<file path="src/hw/rtl/fmtsp_pkg.sv">
package fmtsp_pkg;

    localparam int COUNT_BITS_DEFAULT = 31;
    localparam int FIELD_W            = 31;

    localparam logic [7:0] CH_STAR  = 8'h2A;
    localparam logic [7:0] CH_DOT   = 8'h2E;
    localparam logic [7:0] CH_MINUS = 8'h2D;
    localparam logic [7:0] CH_PLUS  = 8'h2B;
    localparam logic [7:0] CH_HASH  = 8'h23;
    localparam logic [7:0] CH_ZERO  = 8'h30;
    localparam logic [7:0] CH_NINE  = 8'h39;
    localparam logic [7:0] CH_SPACE = 8'h20;
    localparam logic [7:0] CH_J     = 8'h6A;
    localparam logic [7:0] CH_Z     = 8'h7A;
    localparam logic [7:0] CH_T     = 8'h74;
    localparam logic [7:0] CH_BIG_L = 8'h4C;
    localparam logic [7:0] CH_H     = 8'h68;
    localparam logic [7:0] CH_L     = 8'h6C;

    localparam logic [2:0] LEN_NONE = 3'd0;
    localparam logic [2:0] LEN_J    = 3'd1;
    localparam logic [2:0] LEN_Z    = 3'd2;
    localparam logic [2:0] LEN_T    = 3'd3;
    localparam logic [2:0] LEN_BIG_L = 3'd4;
    localparam logic [2:0] LEN_H    = 3'd5;
    localparam logic [2:0] LEN_L    = 3'd6;

    localparam logic [1:0] LEN2_NONE = 2'd0;
    localparam logic [1:0] LEN2_L    = 2'd1;
    localparam logic [1:0] LEN2_H    = 2'd2;

    typedef enum logic [7:0] {
        PH_IDLE        = 8'b0000_0001,
        PH_FLAGS       = 8'b0000_0010,
        PH_WIDTH       = 8'b0000_0100,
        PH_AFTER_WSTAR = 8'b0000_1000,
        PH_PREC        = 8'b0001_0000,
        PH_AFTER_PSTAR = 8'b0010_0000,
        PH_LEN1        = 8'b0100_0000,
        PH_CONV        = 8'b1000_0000
    } phase_t;

    typedef struct packed {
        logic hash;
        logic zero;
        logic space;
        logic plus;
        logic minus;
    } flags_t;

    function automatic logic [2:0] length_code(input logic [7:0] b);
        logic [2:0] code;
        case (b)
            CH_J:     code = LEN_J;
            CH_Z:     code = LEN_Z;
            CH_T:     code = LEN_T;
            CH_BIG_L: code = LEN_BIG_L;
            CH_H:     code = LEN_H;
            CH_L:     code = LEN_L;
            default:  code = LEN_NONE;
        endcase
        return code;
    endfunction

endpackage

</file>
<file path="src/hw/rtl/format_specifier_parser_core.sv">
// Channel | Handshake                   | Payload
// item    | item_valid / item_stall     | byte_in, start_req, star_value
// result  | result_valid / result_stall | flags, field_width, has_precision, precision,
//         |                             | length_first, length_second, conversion_byte
//
// One item is taken per cycle while item_stall is low; a result is registered when the item
// that ends it leaves the input register and the result register can take it.
// A single parse step lies between the input and result registers.
// Reset returns the parser to idle with all parsed fields cleared and both registers empty.
// A held result stalls the input only when the waiting item would produce another result.
module format_specifier_parser_core #(
    parameter int COUNT_BITS = fmtsp_pkg::COUNT_BITS_DEFAULT
) (
    input  logic                            clk,
    input  logic                            rst_n,
    input  logic                            item_valid,
    output logic                            item_stall,
    input  logic [7:0]                      byte_in,
    input  logic                            start_req,
    input  logic signed [31:0]              star_value,
    output logic                            result_valid,
    input  logic                            result_stall,
    output logic                            left_justify,
    output logic                            force_sign,
    output logic                            space_sign,
    output logic                            zero_pad,
    output logic                            alt_form,
    output logic [fmtsp_pkg::FIELD_W-1:0]   field_width,
    output logic                            has_precision,
    output logic [fmtsp_pkg::FIELD_W-1:0]   precision,
    output logic [2:0]                      length_first,
    output logic [1:0]                      length_second,
    output logic [7:0]                      conversion_byte
);

    localparam logic [COUNT_BITS-1:0] CNT_MAX = {COUNT_BITS{1'b1}};

    logic                     ir_valid_reg, ir_valid_next;
    logic [7:0]               ir_byte_reg;
    logic                     ir_start_reg;
    logic [31:0]              ir_star_reg;

    fmtsp_pkg::phase_t        phase_reg, phase_next;
    fmtsp_pkg::flags_t        flags_reg, flags_next;
    logic [COUNT_BITS-1:0]    width_reg, width_next;
    logic                     dot_reg, dot_next;
    logic [COUNT_BITS-1:0]    prec_reg, prec_next;
    logic [2:0]               len1_reg, len1_next;
    logic [1:0]               len2_reg, len2_next;

    logic                     res_valid_reg, res_valid_next;
    fmtsp_pkg::flags_t        res_flags_reg;
    logic [COUNT_BITS-1:0]    res_width_reg;
    logic                     res_dot_reg;
    logic [COUNT_BITS-1:0]    res_prec_reg;
    logic [2:0]               res_len1_reg;
    logic [1:0]               res_len2_reg;
    logic [7:0]               res_byte_reg;

    logic                     emit;
    logic                     advance;
    logic                     accept;

    function automatic logic [COUNT_BITS-1:0] add_digit(
        input logic [COUNT_BITS-1:0] acc,
        input logic [7:0]            b
    );
        logic [COUNT_BITS+3:0] ext;
        logic [COUNT_BITS+3:0] sum;
        logic [7:0]            d;
        ext = {4'b0000, acc};
        d   = b - fmtsp_pkg::CH_ZERO;
        sum = (ext << 3) + (ext << 1) + (COUNT_BITS+4)'(d[3:0]);
        return (sum > {4'b0000, CNT_MAX}) ? CNT_MAX : sum[COUNT_BITS-1:0];
    endfunction

    function automatic logic [COUNT_BITS-1:0] star_mag(input logic [31:0] raw);
        logic [31:0] mag;
        mag = raw[31] ? (~raw + 32'd1) : raw;
        return (mag > 32'(CNT_MAX)) ? CNT_MAX : mag[COUNT_BITS-1:0];
    endfunction

    always_comb
    begin
        fmtsp_pkg::phase_t ph;
        logic              is_digit;
        logic              in_flags;
        logic              in_width;
        logic              in_dot;
        logic              in_prec;
        logic [2:0]        lc;

        phase_next = phase_reg;
        flags_next = flags_reg;
        width_next = width_reg;
        dot_next   = dot_reg;
        prec_next  = prec_reg;
        len1_next  = len1_reg;
        len2_next  = len2_reg;
        emit       = 1'b0;

        if (ir_start_reg)
        begin
            flags_next = '0;
            width_next = '0;
            dot_next   = 1'b0;
            prec_next  = '0;
            len1_next  = fmtsp_pkg::LEN_NONE;
            len2_next  = fmtsp_pkg::LEN2_NONE;
            ph         = fmtsp_pkg::PH_FLAGS;
        end
        else
        begin
            ph = phase_reg;
        end
        phase_next = ph;

        is_digit = (ir_byte_reg >= fmtsp_pkg::CH_ZERO) && (ir_byte_reg <= fmtsp_pkg::CH_NINE);
        in_flags = (ph == fmtsp_pkg::PH_FLAGS);
        in_width = in_flags || (ph == fmtsp_pkg::PH_WIDTH);
        in_dot   = in_width || (ph == fmtsp_pkg::PH_AFTER_WSTAR);
        in_prec  = (ph == fmtsp_pkg::PH_PREC);
        lc       = fmtsp_pkg::length_code(ir_byte_reg);

        case (ph)
            fmtsp_pkg::PH_IDLE:
            begin
                phase_next = fmtsp_pkg::PH_IDLE;
            end
            fmtsp_pkg::PH_LEN1:
            begin
                if (ir_byte_reg == fmtsp_pkg::CH_L)
                begin
                    len2_next  = fmtsp_pkg::LEN2_L;
                    phase_next = fmtsp_pkg::PH_CONV;
                end
                else if (ir_byte_reg == fmtsp_pkg::CH_H)
                begin
                    len2_next  = fmtsp_pkg::LEN2_H;
                    phase_next = fmtsp_pkg::PH_CONV;
                end
                else
                begin
                    emit       = 1'b1;
                    phase_next = fmtsp_pkg::PH_IDLE;
                end
            end
            fmtsp_pkg::PH_CONV:
            begin
                emit       = 1'b1;
                phase_next = fmtsp_pkg::PH_IDLE;
            end
            default:
            begin
                if (in_flags && ir_byte_reg == fmtsp_pkg::CH_MINUS)
                begin
                    flags_next.minus = 1'b1;
                end
                else if (in_flags && ir_byte_reg == fmtsp_pkg::CH_PLUS)
                begin
                    flags_next.plus = 1'b1;
                end
                else if (in_flags && ir_byte_reg == fmtsp_pkg::CH_SPACE)
                begin
                    flags_next.space = 1'b1;
                end
                else if (in_flags && ir_byte_reg == fmtsp_pkg::CH_ZERO)
                begin
                    flags_next.zero = 1'b1;
                end
                else if (in_flags && ir_byte_reg == fmtsp_pkg::CH_HASH)
                begin
                    flags_next.hash = 1'b1;
                end
                else if (in_width && is_digit)
                begin
                    width_next = add_digit(width_next, ir_byte_reg);
                    phase_next = fmtsp_pkg::PH_WIDTH;
                end
                else if (in_width && ir_byte_reg == fmtsp_pkg::CH_STAR)
                begin
                    width_next = star_mag(ir_star_reg);
                    if (ir_star_reg[31])
                    begin
                        flags_next.minus = 1'b1;
                    end
                    phase_next = fmtsp_pkg::PH_AFTER_WSTAR;
                end
                else if (in_dot && ir_byte_reg == fmtsp_pkg::CH_DOT)
                begin
                    dot_next   = 1'b1;
                    phase_next = fmtsp_pkg::PH_PREC;
                end
                else if (in_prec && is_digit)
                begin
                    prec_next = add_digit(prec_next, ir_byte_reg);
                end
                else if (in_prec && ir_byte_reg == fmtsp_pkg::CH_STAR)
                begin
                    prec_next = star_mag(ir_star_reg);
                    if (ir_star_reg[31])
                    begin
                        flags_next.minus = 1'b1;
                    end
                    phase_next = fmtsp_pkg::PH_AFTER_PSTAR;
                end
                else if (lc != fmtsp_pkg::LEN_NONE)
                begin
                    len1_next  = lc;
                    phase_next = fmtsp_pkg::PH_LEN1;
                end
                else
                begin
                    emit       = 1'b1;
                    phase_next = fmtsp_pkg::PH_IDLE;
                end
            end
        endcase
    end

    assign advance    = ir_valid_reg && (!emit || !res_valid_reg || !result_stall);
    assign item_stall = ir_valid_reg && !advance;
    assign accept     = item_valid && !item_stall;

    always_comb
    begin
        ir_valid_next = ir_valid_reg;
        if (accept)
        begin
            ir_valid_next = 1'b1;
        end
        else if (advance)
        begin
            ir_valid_next = 1'b0;
        end

        res_valid_next = res_valid_reg;
        if (advance && emit)
        begin
            res_valid_next = 1'b1;
        end
        else if (!result_stall)
        begin
            res_valid_next = 1'b0;
        end
    end

    always_ff @(posedge clk or negedge rst_n)
    begin
        if (!rst_n)
        begin
            ir_valid_reg  <= 1'b0;
            res_valid_reg <= 1'b0;
            phase_reg     <= fmtsp_pkg::PH_IDLE;
            flags_reg     <= '0;
            width_reg     <= '0;
            dot_reg       <= 1'b0;
            prec_reg      <= '0;
            len1_reg      <= fmtsp_pkg::LEN_NONE;
            len2_reg      <= fmtsp_pkg::LEN2_NONE;
        end
        else
        begin
            ir_valid_reg  <= ir_valid_next;
            res_valid_reg <= res_valid_next;
            if (advance)
            begin
                phase_reg <= phase_next;
                flags_reg <= flags_next;
                width_reg <= width_next;
                dot_reg   <= dot_next;
                prec_reg  <= prec_next;
                len1_reg  <= len1_next;
                len2_reg  <= len2_next;
            end
        end
    end

    always_ff @(posedge clk)
    begin
        if (accept)
        begin
            ir_byte_reg  <= byte_in;
            ir_start_reg <= start_req;
            ir_star_reg  <= star_value;
        end
        if (advance && emit)
        begin
            res_flags_reg <= flags_next;
            res_width_reg <= width_next;
            res_dot_reg   <= dot_next;
            res_prec_reg  <= prec_next;
            res_len1_reg  <= len1_next;
            res_len2_reg  <= len2_next;
            res_byte_reg  <= ir_byte_reg;
        end
    end

    assign result_valid    = res_valid_reg;
    assign left_justify    = res_flags_reg.minus;
    assign force_sign      = res_flags_reg.plus;
    assign space_sign      = res_flags_reg.space;
    assign zero_pad        = res_flags_reg.zero;
    assign alt_form        = res_flags_reg.hash;
    assign field_width     = fmtsp_pkg::FIELD_W'(res_width_reg);
    assign has_precision   = res_dot_reg;
    assign precision       = fmtsp_pkg::FIELD_W'(res_prec_reg);
    assign length_first    = res_len1_reg;
    assign length_second   = res_len2_reg;
    assign conversion_byte = res_byte_reg;

endmodule
</file>
<file path="config.mk">
export PLATFORM = sky130hd
export DESIGN_NAME = format_specifier_parser_core
export DESIGN_NICKNAME = d
export VERILOG_FILES = /design/src/hw/rtl/fmtsp_pkg.sv /design/src/hw/rtl/format_specifier_parser_core.sv
export SDC_FILE = /design/constraint.sdc
export NUM_CORES = 1
export LEC_CHECK = 0
export ABC_AREA = 1
export BUFFER_PORTS_ARGS = -buffer_cell sky130_fd_sc_hd__buf_4
export CELL_PAD_IN_SITES_DETAIL_PLACEMENT = 0
export CELL_PAD_IN_SITES_GLOBAL_PLACEMENT = 1
export CORE_ASPECT_RATIO = 0.9
export CORE_MARGIN = 2
export CORE_UTILIZATION = 48
export DETAILED_ROUTE_END_ITERATION = 16
export GPL_ROUTABILITY_DRIVEN = 1
export PLACE_DENSITY_LB_ADDON = 0.1
export SYNTH_ARGS = -nofsm -noshare
export SYNTH_HDL_FRONTEND = slang
export SYNTH_SLANG_ARGS = --single-unit
</file>
<file path="constraint.sdc">
create_clock -name clk -period 9.2 [get_ports clk]
set_input_delay 0.92 -clock clk [delete_from_list [all_inputs] [get_ports clk]]
set_output_delay 0.92 -clock clk [all_outputs]
set_load 0.05 [all_outputs]
</file>
==> results of run 1 <==
==> power by group through the flow <==
stage                     logic (uW)  clock network (uW)  registers, uW
final                           1620                 981           1340
after global routing            1740                1040           1360
after CTS                       1620                 996           1340
after detailed placement        1610                   0           1360
after global placement          1600                   0           1360
after floorplan                  717                   0           1760
==> path summary, 6_finish.rpt <==
path                       cells past startpoint                   endpoint                      from
setup reg to reg                              18  field_width[25]$_DFFE_PP_    ir_start_reg$_DFFE_PP_
hold reg to reg                                2   width_reg[8]$_DFFE_PN0P_  width_reg[8]$_DFFE_PN0P_
setup / recovery                              18  field_width[25]$_DFFE_PP_    ir_start_reg$_DFFE_PP_
hold / removal                                 1   prec_reg[24]$_DFFE_PN0P_                     rst_n
min in group clk                               2   width_reg[8]$_DFFE_PN0P_  width_reg[8]$_DFFE_PN0P_
max in group asynchronous                      2  width_reg[25]$_DFFE_PN0P_                     rst_n
==> routing by layer <==
| layer | vias to the layer above | track usage, % |
|---|---|---|
| met4 | 0 | 8.015 |
| met1 | 6940 | 41.13 |
| met5 | - | 0 |
| met3 | 75 | 4.263 |
| met2 | 578 | 47.10 |
| li1 | 7372 | - |
==> through the flow <==
step / util (%) / worst slack (ns) / cell area [sq um]
after detailed placement: 52.85 / 3.846 / 16970
after CTS: 55.39 / 3.787 / 17790
after global routing: 55.39 / 3.325 / 17790
after floorplan: - / 5.254 / 15740
after global placement: 52.85 / 3.964 / 16970
final: 55.39 / 3.752 / 17790
==> area by class of cell <==
class | count | share of cell area [%]
flip-flops and latches | 205 | 32.28
repair buffers | 140 | 5.908
clock inverters | 16 | 0.8511
inverters | 258 | 5.465
well taps | 416 | 2.926
multi-input cells | 1668 | 48.84
clock buffers | 30 | 3.735
==> cells in the mapped netlist, types with 2 or more instances <==
cell / count
sky130_fd_sc_hd__nand2_1: 785
sky130_fd_sc_hd__inv_1: 245
sky130_fd_sc_hd__nor2_1: 187
sky130_fd_sc_hd__nand3_1: 142
sky130_fd_sc_hd__ha_1: 123
sky130_fd_sc_hd__edfxtp_1: 122
sky130_fd_sc_hd__a21oi_1: 102
sky130_fd_sc_hd__dfrtp_1: 82
sky130_fd_sc_hd__o21ai_0: 81
sky130_fd_sc_hd__xnor2_1: 33
sky130_fd_sc_hd__o211ai_1: 29
sky130_fd_sc_hd__buf_2: 27
sky130_fd_sc_hd__xor2_1: 25
sky130_fd_sc_hd__a21boi_0: 24
sky130_fd_sc_hd__clkbuf_1: 24
sky130_fd_sc_hd__nor3_1: 24
sky130_fd_sc_hd__o21ai_1: 17
sky130_fd_sc_hd__nand4_1: 15
sky130_fd_sc_hd__inv_2: 11
sky130_fd_sc_hd__o21bai_1: 10
sky130_fd_sc_hd__nand3b_1: 9
sky130_fd_sc_hd__a211oi_1: 7
sky130_fd_sc_hd__nand2_2: 7
sky130_fd_sc_hd__buf_1: 6
sky130_fd_sc_hd__buf_4: 6
sky130_fd_sc_hd__nor4_1: 6
sky130_fd_sc_hd__and2_1: 5
sky130_fd_sc_hd__buf_6: 5
sky130_fd_sc_hd__nor2_4: 5
sky130_fd_sc_hd__a31oi_1: 4
sky130_fd_sc_hd__o21a_1: 4
sky130_fd_sc_hd__or2_2: 4
sky130_fd_sc_hd__fa_1: 3
sky130_fd_sc_hd__o21ai_2: 3
sky130_fd_sc_hd__a21o_1: 2
sky130_fd_sc_hd__nand2_4: 2
sky130_fd_sc_hd__o31ai_1: 2
==> cell families (layout without fill, tap and decap cells) <==
logic type                 Yosys count  in the layout  synth area share (%)
AOI/OAI and AO/OA                  288            288                 10.58
xor gates and xnor gates            58             58                 3.227
adders and majority gates          126            126                 10.16
buffers and inverters              326            444                 8.386
DFF                                205            205                 36.48
and+or+nand+nor                   1196           1196                 31.17
==> results.ini, run 1 <==
[floorplan]
dieArea_sq_um=34260
floorplan.die.height_um=175.8
die-width_um=194.9
placementRows=62
coreArea_sq_um=32120
boundaryPins=128
starting_density_of_the_core_pct=49.01

[synth]
ys.warnings.count=0
synth_flop_cell=sky130_fd_sc_hd__edfxtp_1
yosys.area.top_type=sky130_fd_sc_hd__edfxtp_1
synth.area.top_cells=sky130_fd_sc_hd__edfxtp_1 23%, sky130_fd_sc_hd__nand2_1 19%, sky130_fd_sc_hd__dfrtp_1 13%
synth_async_sr_flop_share_pct=40.49
synth_seq_cells=205
synth_enable_flop_cells=122
synthesis.nets=2370
synth.top_cell.area_share_pct=23.27
postSynthAreaPerCell_sq_um=7.158
syn-cell-area_sq_um=15740
syn-instance-count=2199
synth_seq_area_share_pct=36.48
synth.lib_cells_used.distinct=48

[place]
place.detailed.instances=2687
place_congestion=0.9335
detailedPlacementHpwl_um=37660
port_buffers=127

[sta]
slew_violations=0
fin_hold_ws_ns=0.3426
finalSetupTns_ns=0
fmaxAchievable_mhz=183.5
slew_headroom_pct=18.60
worstMarginPinSlew_ns=1.220
period_share_pct=59.22
hold_violations=0
final-setup-viol-count=0
fin_worst_skew_ns=0.02660
clock_period_minus_final_worst_setup_slack_ns=5.448
grt_setup_unrepaired=no

[cells_and_area]
area_growth_synth_to_finish_pct=13.00
filler_cell_count=3178
diodes=0
layout_commonest_cell=sky130_fd_sc_hd__nand2_1
final_nets=2469
largest_register_ff_count=32
drive_above_1_share_pct=9.581
layout.cells.non_filler=2733
layout.cells.most_common_list=785 x sky130_fd_sc_hd__nand2_1, 243 x sky130_fd_sc_hd__inv_1, 184 x sky130_fd_sc_hd__nor2_1, 142 x sky130_fd_sc_hd__nand3_1, 140 x sky130_fd_sc_hd__buf_4
seq_area_sq_um=5742
area_occupied_by_multi_input_gates_sq_um=8687

[clocking]
cts-buffers-inserted=25
clockBufferDepth=3
cts.htree.levels=1
path_clk_slew_ns=0.06
post_cts.resized_instances=0
clock-sinks=205
worst_skew_pair.late_latency_ns=0.56
root_buffer=sky130_fd_sc_hd__clkbuf_16
tritoncts=yes
cts_hold_buffers=0
cts_setup_buffers=0

[routing]
top_layer_used=met4
final_antenna_net_count=0
drt-vias-per-instance=5.476
postRouteWirelength_um=50230
initialDrtViolationCount=1121
met2WireLength_um=22620
drt_drc_violations_left=0
detailroute.wirelength.met3_um=3612
drt-pass1-iter-count=6
dr_vias=14970
wl_met1_um=22680
detail_route.wl_per_cell_um=18.38

[worst_setup_path]
crit_type=reg -> reg
cp_capture_type=register
cp_top_family=buffers and inverters
crit_path_start_kind=register
slowest_delay_ns=0.81
worst-path-buf-inv=6
critPathSlowestCell=sky130_fd_sc_hd__inv_2
rrSetupSlack_ns=3.75
critPathRequiredTime_ns=9.43
critical_path.max_fanout=50
timing.critical_path.mode_cell=sky130_fd_sc_hd__nand2_1
timing.critical_path.cells=buf_4, inv_2, o21ai_1, nand2_1, inv_1, nand2_4, nand2_1, nand2_2, nand2_1, nor2_1, nand3_2, nand2_2, nand2_2, nand2_4, inv_4, nand2_1, clkinv_2, buf_4
worst_ep_arrival_time_ns=5.68

[run]
max_cap_violations=0

[outcome]
run_status=complete, no violations

[hold_path]
min_path_type=in -> async

[power]
pwr-share-seq_pct=34.0
pwr_density_cell_nw_per_um2=221.9
net_load_switching_power_uw=1706
switching_share_pct=43.23
power_report.internal_total_uw=2241
irDropWorstVdd_v=0.0002118
share_clk_of_total_power_pct=24.9
power_total_uw=3946
p_leak_uw=0.009429
share_comb_of_total_power_pct=41.1

[grt]
grt_first_pass_wirelength_um=78410
grt_antenna_before_repair=0
grt_start_max_net_pins=65
number_of_global_route_vias_before_repair=13930
overflow=0
grt_util_all_layers_pct=29.22

Power figures use the tool's default switching activity.
==> run 2, diff against run 1 <==
--- a/config.mk
+++ b/config.mk
@@ -11,7 +11,7 @@
 export CELL_PAD_IN_SITES_GLOBAL_PLACEMENT = 1
 export CORE_ASPECT_RATIO = 0.9
 export CORE_MARGIN = 2
-export CORE_UTILIZATION = 48
+export CORE_UTILIZATION = 45
 export DETAILED_ROUTE_END_ITERATION = 16
 export GPL_ROUTABILITY_DRIVEN = 1
 export PLACE_DENSITY_LB_ADDON = 0.1
==> constraint.sdc (replaced) <==
create_clock -name clk -period 5.4 [get_ports clk]
set_input_delay 0.54 -clock clk [delete_from_list [all_inputs] [get_ports clk]]
set_output_delay 0.54 -clock clk [all_outputs]
set_load 0.05 [all_outputs]
==> run 2 against run 1 <==
Compared with the run above: critical path depth is 2 higher; die area is 6.5% higher; sequential share of layout area is 0.10 points lower; largest cell class unchanged; highest routed layer unchanged.
==> results.ini, run 2 (synthesis results as in run 1) <==
[sta]
hold_violations=0  ; unchanged
grt_setup_unrepaired=no
period_share_pct=87.58  ; +28 points
clock_period_minus_final_worst_setup_slack_ns=4.729  ; -0.7191 ns
fmaxAchievable_mhz=211.4  ; +15%
slew_headroom_pct=24.18  ; +5.6 points
worstMarginPinSlew_ns=1.136  ; -0.08364 ns
finalSetupTns_ns=0  ; unchanged
final-setup-viol-count=0  ; unchanged
slew_violations=0  ; unchanged
fin_hold_ws_ns=0.1648  ; -0.1778 ns
final_critical_path_setup_slack_ns=0.6707  ; -3.081 ns
fin_worst_skew_ns=0.02107  ; -0.005528 ns

[floorplan]
coreArea_sq_um=34190  ; +6.5%
dieArea_sq_um=36500  ; +6.5%
boundaryPins=128  ; unchanged
starting_density_of_the_core_pct=46.04  ; -3.0 points
floorplan.die.height_um=181.4  ; +3.2%
placementRows=64  ; +3.2%
die-width_um=201.2  ; +3.2%

[clocking]
clock-sinks=205  ; unchanged
cts.htree.levels=1  ; unchanged
root_buffer=sky130_fd_sc_hd__clkbuf_16
cts-buffers-inserted=25  ; unchanged
clockBufferDepth=3  ; unchanged
path_clk_slew_ns=0.06  ; about the same
tritoncts=yes
worst_skew_pair.late_latency_ns=0.55  ; about the same
cts_setup_buffers=0  ; unchanged

[worst_setup_path]
crit_type=reg -> reg
critical_path.max_fanout=25  ; -50%
crit_path_start_kind=register
critPathRequiredTime_ns=5.68  ; -3.75 ns
worst_ep_arrival_time_ns=5.01  ; -0.67 ns
cp_capture_type=register

[cells_and_area]
diodes=0  ; unchanged
seq_area_sq_um=5742  ; unchanged
filler_cell_count=3407  ; +7.2%
largest_register_ff_count=32  ; unchanged
layout_commonest_cell=sky130_fd_sc_hd__nand2_1
layout.cells.most_common_list=785 x sky130_fd_sc_hd__nand2_1, 243 x sky130_fd_sc_hd__inv_1, 184 x sky130_fd_sc_hd__nor2_1, 143 x sky130_fd_sc_hd__buf_4, 142 x sky130_fd_sc_hd__nand3_1
drive_above_1_share_pct=9.651  ; +0.070 points
final_nets=2473  ; +0.16%
area_growth_synth_to_finish_pct=13.36
area_occupied_by_multi_input_gates_sq_um=8687  ; unchanged

[place]
detailedPlacementHpwl_um=37780  ; +0.31%
port_buffers=127  ; unchanged
place_worst_setup_slack_ns=0.7063  ; -3.140 ns
place_congestion=0.9347  ; +0.13%

[power]
p_leak_uw=0.009430  ; about the same
pwr_density_cell_nw_per_um2=372.3  ; +68%
irDropWorstVdd_v=0.0003815  ; +80%

[routing]
detail_route.wl_per_cell_um=17.94  ; -2.4%
postRouteWirelength_um=49940  ; -0.57%
initialDrtViolationCount=956  ; -15%
dr_vias=14680  ; -1.9%
drt-pass1-iter-count=7  ; +1
final_antenna_net_count=0  ; unchanged
drt_drc_violations_left=0  ; unchanged
drt-vias-per-instance=5.274  ; -3.7%

[outcome]
run_status=complete, no violations

[run]
max_cap_violations=0  ; unchanged

[grt]
number_of_global_route_vias_before_repair=13950  ; +0.19%
overflow=0  ; unchanged
grt_start_max_net_pins=89  ; +37%
grt_antenna_before_repair=0  ; unchanged
grt_util_all_layers_pct=27.35  ; -1.9 points
grt_first_pass_wirelength_um=78320  ; -0.11%

[hold_path]
min_path_type=in -> reg

==> run 2: final timing paths <==
| kind | startpoint | endpoint | slack, ns | cells past startpoint |
|---|---|---|---|---|
| min in group asynchronous | rst_n | prec_reg[25]$_DFFE_PN0P_ | 0.53 | 2 |
| max | ir_start_reg$_DFFE_PP_ | field_width[12]$_DFFE_PP_ | 0.67 | 20 |
| min reg2reg | width_reg[28]$_DFFE_PN0P_ | width_reg[28]$_DFFE_PN0P_ | 0.48 | 2 |
| min | byte_in[4] | ir_byte_reg[4]$_DFFE_PP_ | 0.16 | 1 |
| max in group asynchronous | rst_n | width_reg[21]$_DFFE_PN0P_ | 3.68 | 3 |
| max reg2reg | ir_start_reg$_DFFE_PP_ | field_width[12]$_DFFE_PP_ | 0.67 | 20 |
==> run 2: layout make-up <==
type	instances	share of cell area, %
tap	462	3.239
timing repair buffer	144	6.072
clock inverter	15	0.6942
inverter	258	5.448
sequential	205	32.18
multi-input combinational	1668	48.68
clock buffer	31	3.688
==> run 2: report_power, final <==
group | switching, uW | internal (uW)
clock network | 705 | 923
logic | 2000 | 728
registers | 180 | 2110
total | 2880 | 3760
==> run 2: worst max-delay path: stages (launching register included) <==
cell	delay [ns]
sky130_fd_sc_hd__edfxtp_1	0.39
sky130_fd_sc_hd__inv_2	0.42
sky130_fd_sc_hd__buf_4	0.33
sky130_fd_sc_hd__nand2_1	0.13
sky130_fd_sc_hd__inv_1	0.10
sky130_fd_sc_hd__ha_1	0.23
sky130_fd_sc_hd__ha_1	0.23
sky130_fd_sc_hd__fa_1	0.44
sky130_fd_sc_hd__nand2_1	0.10
sky130_fd_sc_hd__nand3_1	0.17
sky130_fd_sc_hd__nand2_1	0.12
sky130_fd_sc_hd__nand2_1	0.18
sky130_fd_sc_hd__nand2_1	0.16
sky130_fd_sc_hd__nand3_1	0.09
sky130_fd_sc_hd__nand2_1	0.09
sky130_fd_sc_hd__nand2_1	0.08
sky130_fd_sc_hd__nor2_2	0.52
sky130_fd_sc_hd__buf_4	0.37
sky130_fd_sc_hd__nand2_1	0.09
sky130_fd_sc_hd__nand2_1	0.09
sky130_fd_sc_hd__a21boi_0	0.11
==> run 2: what timing repair did <==
action | CTS | global route
hold buffers | 1 | 0
setup endpoints to repair | 0 | 0
resized for setup | 0 | 0
hold endpoints to repair | 11 | 0
==> run 2: through the flow <==
step           power [uW]  std cells  area [sq um]  util, %
2_1_floorplan        4212       2199         15740        -
3_3_place_gp         5013       2736         17050    49.87
3_5_place_dp         5036       2736         17050    49.87
4_1_cts              6681       2783         17840    52.19
5_1_grt              7008       2783         17840    52.19
6_report             6644       2783         17840    52.19
==> run 2: metal layers <==
layer	vias to the layer above	track usage (%)	wire length [um]
met5	-	0	0
li1	7355	-	-
met1	6778	38.22	22860
met4	0	7.644	1332
met2	480	43.29	21920
met3	65	5.276	3826
==> run 3, diff against run 2 <==
--- a/config.mk
+++ b/config.mk
@@ -11,7 +11,7 @@
 export CELL_PAD_IN_SITES_GLOBAL_PLACEMENT = 1
 export CORE_ASPECT_RATIO = 0.9
 export CORE_MARGIN = 2
-export CORE_UTILIZATION = 45
+export CORE_UTILIZATION = 36
 export DETAILED_ROUTE_END_ITERATION = 16
 export GPL_ROUTABILITY_DRIVEN = 1
 export PLACE_DENSITY_LB_ADDON = 0.1
==> run 3 against run 2 <==
Compared with the run above: die area rose by 24%; via count increased by 0.18%; final area up 1.4%; final cell count is 3.4% higher; worst setup slack better by 0.073 ns; clock power rose by 14%; clock skew is 0.0039 ns lower; total power is 4.3% higher; highest routed layer unchanged.
==> results.ini, run 3 (synthesis results as in run 1) <==
[outcome]
run_status=complete, no violations

[floorplan]
boundaryPins=128  ; unchanged
dieArea_sq_um=45420  ; +24%
die-width_um=224.4  ; +12%
floorplan.die.height_um=202.4  ; +12%
starting_density_of_the_core_pct=36.56  ; -9.5 points
coreArea_sq_um=43060  ; +26%
placementRows=72  ; +13%

[clocking]
cts_hold_buffers=1  ; unchanged
clockBufferDepth=3  ; unchanged
root_buffer=sky130_fd_sc_hd__clkbuf_16
clock-sinks=205  ; unchanged
cts-buffers-inserted=26  ; +4.0%
cts_setup_buffers=0  ; unchanged
post_cts.resized_instances=0  ; unchanged
worst_skew_pair.late_latency_ns=0.56  ; about the same
tritoncts=yes
cts.htree.levels=1  ; unchanged
path_clk_slew_ns=0.07  ; about the same

[cells_and_area]
drive_above_1_share_pct=9.905  ; +0.25 points
filler_cell_count=4554  ; +34%
area_growth_synth_to_finish_pct=14.97
layout.cells.most_common_list=785 x sky130_fd_sc_hd__nand2_1, 243 x sky130_fd_sc_hd__inv_1, 184 x sky130_fd_sc_hd__nor2_1, 142 x sky130_fd_sc_hd__nand3_1, 141 x sky130_fd_sc_hd__buf_4
diodes=0  ; unchanged
layout.cells.non_filler=2877  ; +3.4%
final_nets=2473  ; unchanged
largest_register_ff_count=32  ; unchanged
layout_commonest_cell=sky130_fd_sc_hd__nand2_1
fin_util_pct=42.03  ; -10 points

[worst_setup_path]
worst_ep_arrival_time_ns=4.93  ; -0.08 ns
critical_path.max_fanout=33  ; +32%
crit_type=reg -> reg
cp_capture_type=register
crit_path_start_kind=register
critPathRequiredTime_ns=5.68  ; about the same

[grt]
grt_antenna_before_repair=0  ; unchanged
number_of_global_route_vias_before_repair=14370  ; +3.0%
grt_first_pass_wirelength_um=83010  ; +6.0%
overflow=0  ; unchanged
grt_util_all_layers_pct=23.69  ; -3.7 points
grt_start_max_net_pins=89  ; unchanged

[sta]
finalSetupTns_ns=0  ; unchanged
fin_hold_ws_ns=0.1573  ; -0.007436 ns
fmaxAchievable_mhz=214.8  ; +1.6%
slew_headroom_pct=14.46  ; -9.7 points
slew_violations=0  ; unchanged
final-setup-viol-count=0  ; unchanged
fin_worst_skew_ns=0.01721  ; -0.003856 ns
period_share_pct=86.23  ; -1.3 points
hold_violations=0  ; unchanged
clock_period_minus_final_worst_setup_slack_ns=4.657  ; -0.07274 ns
worstMarginPinSlew_ns=1.270  ; +0.1336 ns
grt_setup_unrepaired=no

[power]
switching_share_pct=42.85  ; -0.56 points
power_report.internal_total_uw=3961  ; +5.4%
irDropWorstVdd_v=0.0003924  ; +2.9%
share_clk_of_total_power_pct=26.8  ; +2.3 points
pwr_density_cell_nw_per_um2=382.9  ; +2.8%
p_leak_uw=0.009496  ; +0.70%
pwr-share-seq_pct=33.2  ; -1.2 points
net_load_switching_power_uw=2970  ; +3.0%
share_comb_of_total_power_pct=39.9  ; -1.2 points

[routing]
final_antenna_net_count=0  ; unchanged
drt-pass1-iter-count=6  ; -1
detail_route.wl_per_cell_um=18.72  ; +4.3%
drt_drc_violations_left=0  ; unchanged
drt-vias-per-instance=5.111  ; -3.1%
postRouteWirelength_um=53870  ; +7.9%
dr_vias=14700  ; +0.18%
initialDrtViolationCount=1048  ; +9.6%

[hold_path]
min_path_type=in -> reg

[place]
place.detailed.instances=2828  ; +3.4%
detailedPlacementHpwl_um=40420  ; +7.0%
place_congestion=0.9066  ; -3.0%
port_buffers=127  ; unchanged

[run]
max_cap_violations=0  ; unchanged

## run 3: critical path, cell delays in order (launching register included)
cell and delay [ns]:
sky130_fd_sc_hd__edfxtp_1 0.39, sky130_fd_sc_hd__inv_2 0.56, sky130_fd_sc_hd__buf_4 0.37, sky130_fd_sc_hd__nand2_1 0.11, sky130_fd_sc_hd__inv_1 0.12, sky130_fd_sc_hd__ha_1 0.24
sky130_fd_sc_hd__ha_1 0.22, sky130_fd_sc_hd__fa_1 0.44, sky130_fd_sc_hd__nand3_1 0.10, sky130_fd_sc_hd__nand3_1 0.13, sky130_fd_sc_hd__nand2_1 0.09, sky130_fd_sc_hd__nand2_1 0.11
sky130_fd_sc_hd__nand2_1 0.09, sky130_fd_sc_hd__nand2_1 0.17, sky130_fd_sc_hd__a21oi_1 0.20, sky130_fd_sc_hd__nand3_1 0.11, sky130_fd_sc_hd__nor2_2 0.10, sky130_fd_sc_hd__buf_4 0.35
sky130_fd_sc_hd__o21ai_0 0.20, sky130_fd_sc_hd__nand2_1 0.11, sky130_fd_sc_hd__a21boi_0 0.13
## run 3: worst paths after layout
check	cells after the start	slack [ns]	start	endpoint
hold / removal	1	0.16	star_value[5]	ir_star_reg[5]$_DFFE_PP_
hold reg to reg	2	0.48	width_reg[21]$_DFFE_PN0P_	width_reg[21]$_DFFE_PN0P_
setup reg to reg	20	0.74	ir_start_reg$_DFFE_PP_	field_width[4]$_DFFE_PP_
min in group asynchronous	2	0.48	rst_n	prec_reg[29]$_DFFE_PN0P_
max in group asynchronous	3	3.72	rst_n	flags_reg[2]$_DFFE_PN0P_
setup / recovery	20	0.74	ir_start_reg$_DFFE_PP_	field_width[4]$_DFFE_PP_
## run 3: cell type report
type | instances | area, sq um | share of cell area, %
Multi-Input combinational cell | 1668 | 8687 | 48.00
Sequential cell | 205 | 5742 | 31.72
Timing Repair Buffer | 143 | 1089 | 6.014
Inverter | 258 | 972.2 | 5.372
Clock buffer | 32 | 734.5 | 4.058
Tap cell | 555 | 694.4 | 3.837
Clock inverter | 16 | 180.2 | 0.9955
## run 3: routing by layer
| metal | vias up | GRT usage (%) | wire length [um] |
|---|---|---|---|
| li1 | 7351 | - | - |
| met1 | 6881 | 33.76 | 26130 |
| met2 | 400 | 36.83 | 22930 |
| met3 | 72 | 4.245 | 3308 |
| met4 | 0 | 6.457 | 1494 |
| met5 | - | 0 | 0 |
## run 3: metrics by stage
step	area [sq um]	power, uW	worst slack [ns]
finish	18100	6931	0.7434
global route	18100	7308	0.3970
CTS	18100	6989	0.7485
detailed placement	17170	5097	0.7487
global placement	17170	5085	0.7960
floorplan	15740	4212	1.454
## run 3: power groups by stage
stage / logic [uW] / clock network [uW] / registers, uW
2_1_floorplan: 1220 / 0 / 2990
3_3_place_gp: 2750 / 0 / 2330
3_5_place_dp: 2770 / 0 / 2330
4_1_cts: 2780 / 1900 / 2310
5_1_grt: 3010 / 1960 / 2340
6_report: 2770 / 1860 / 2300
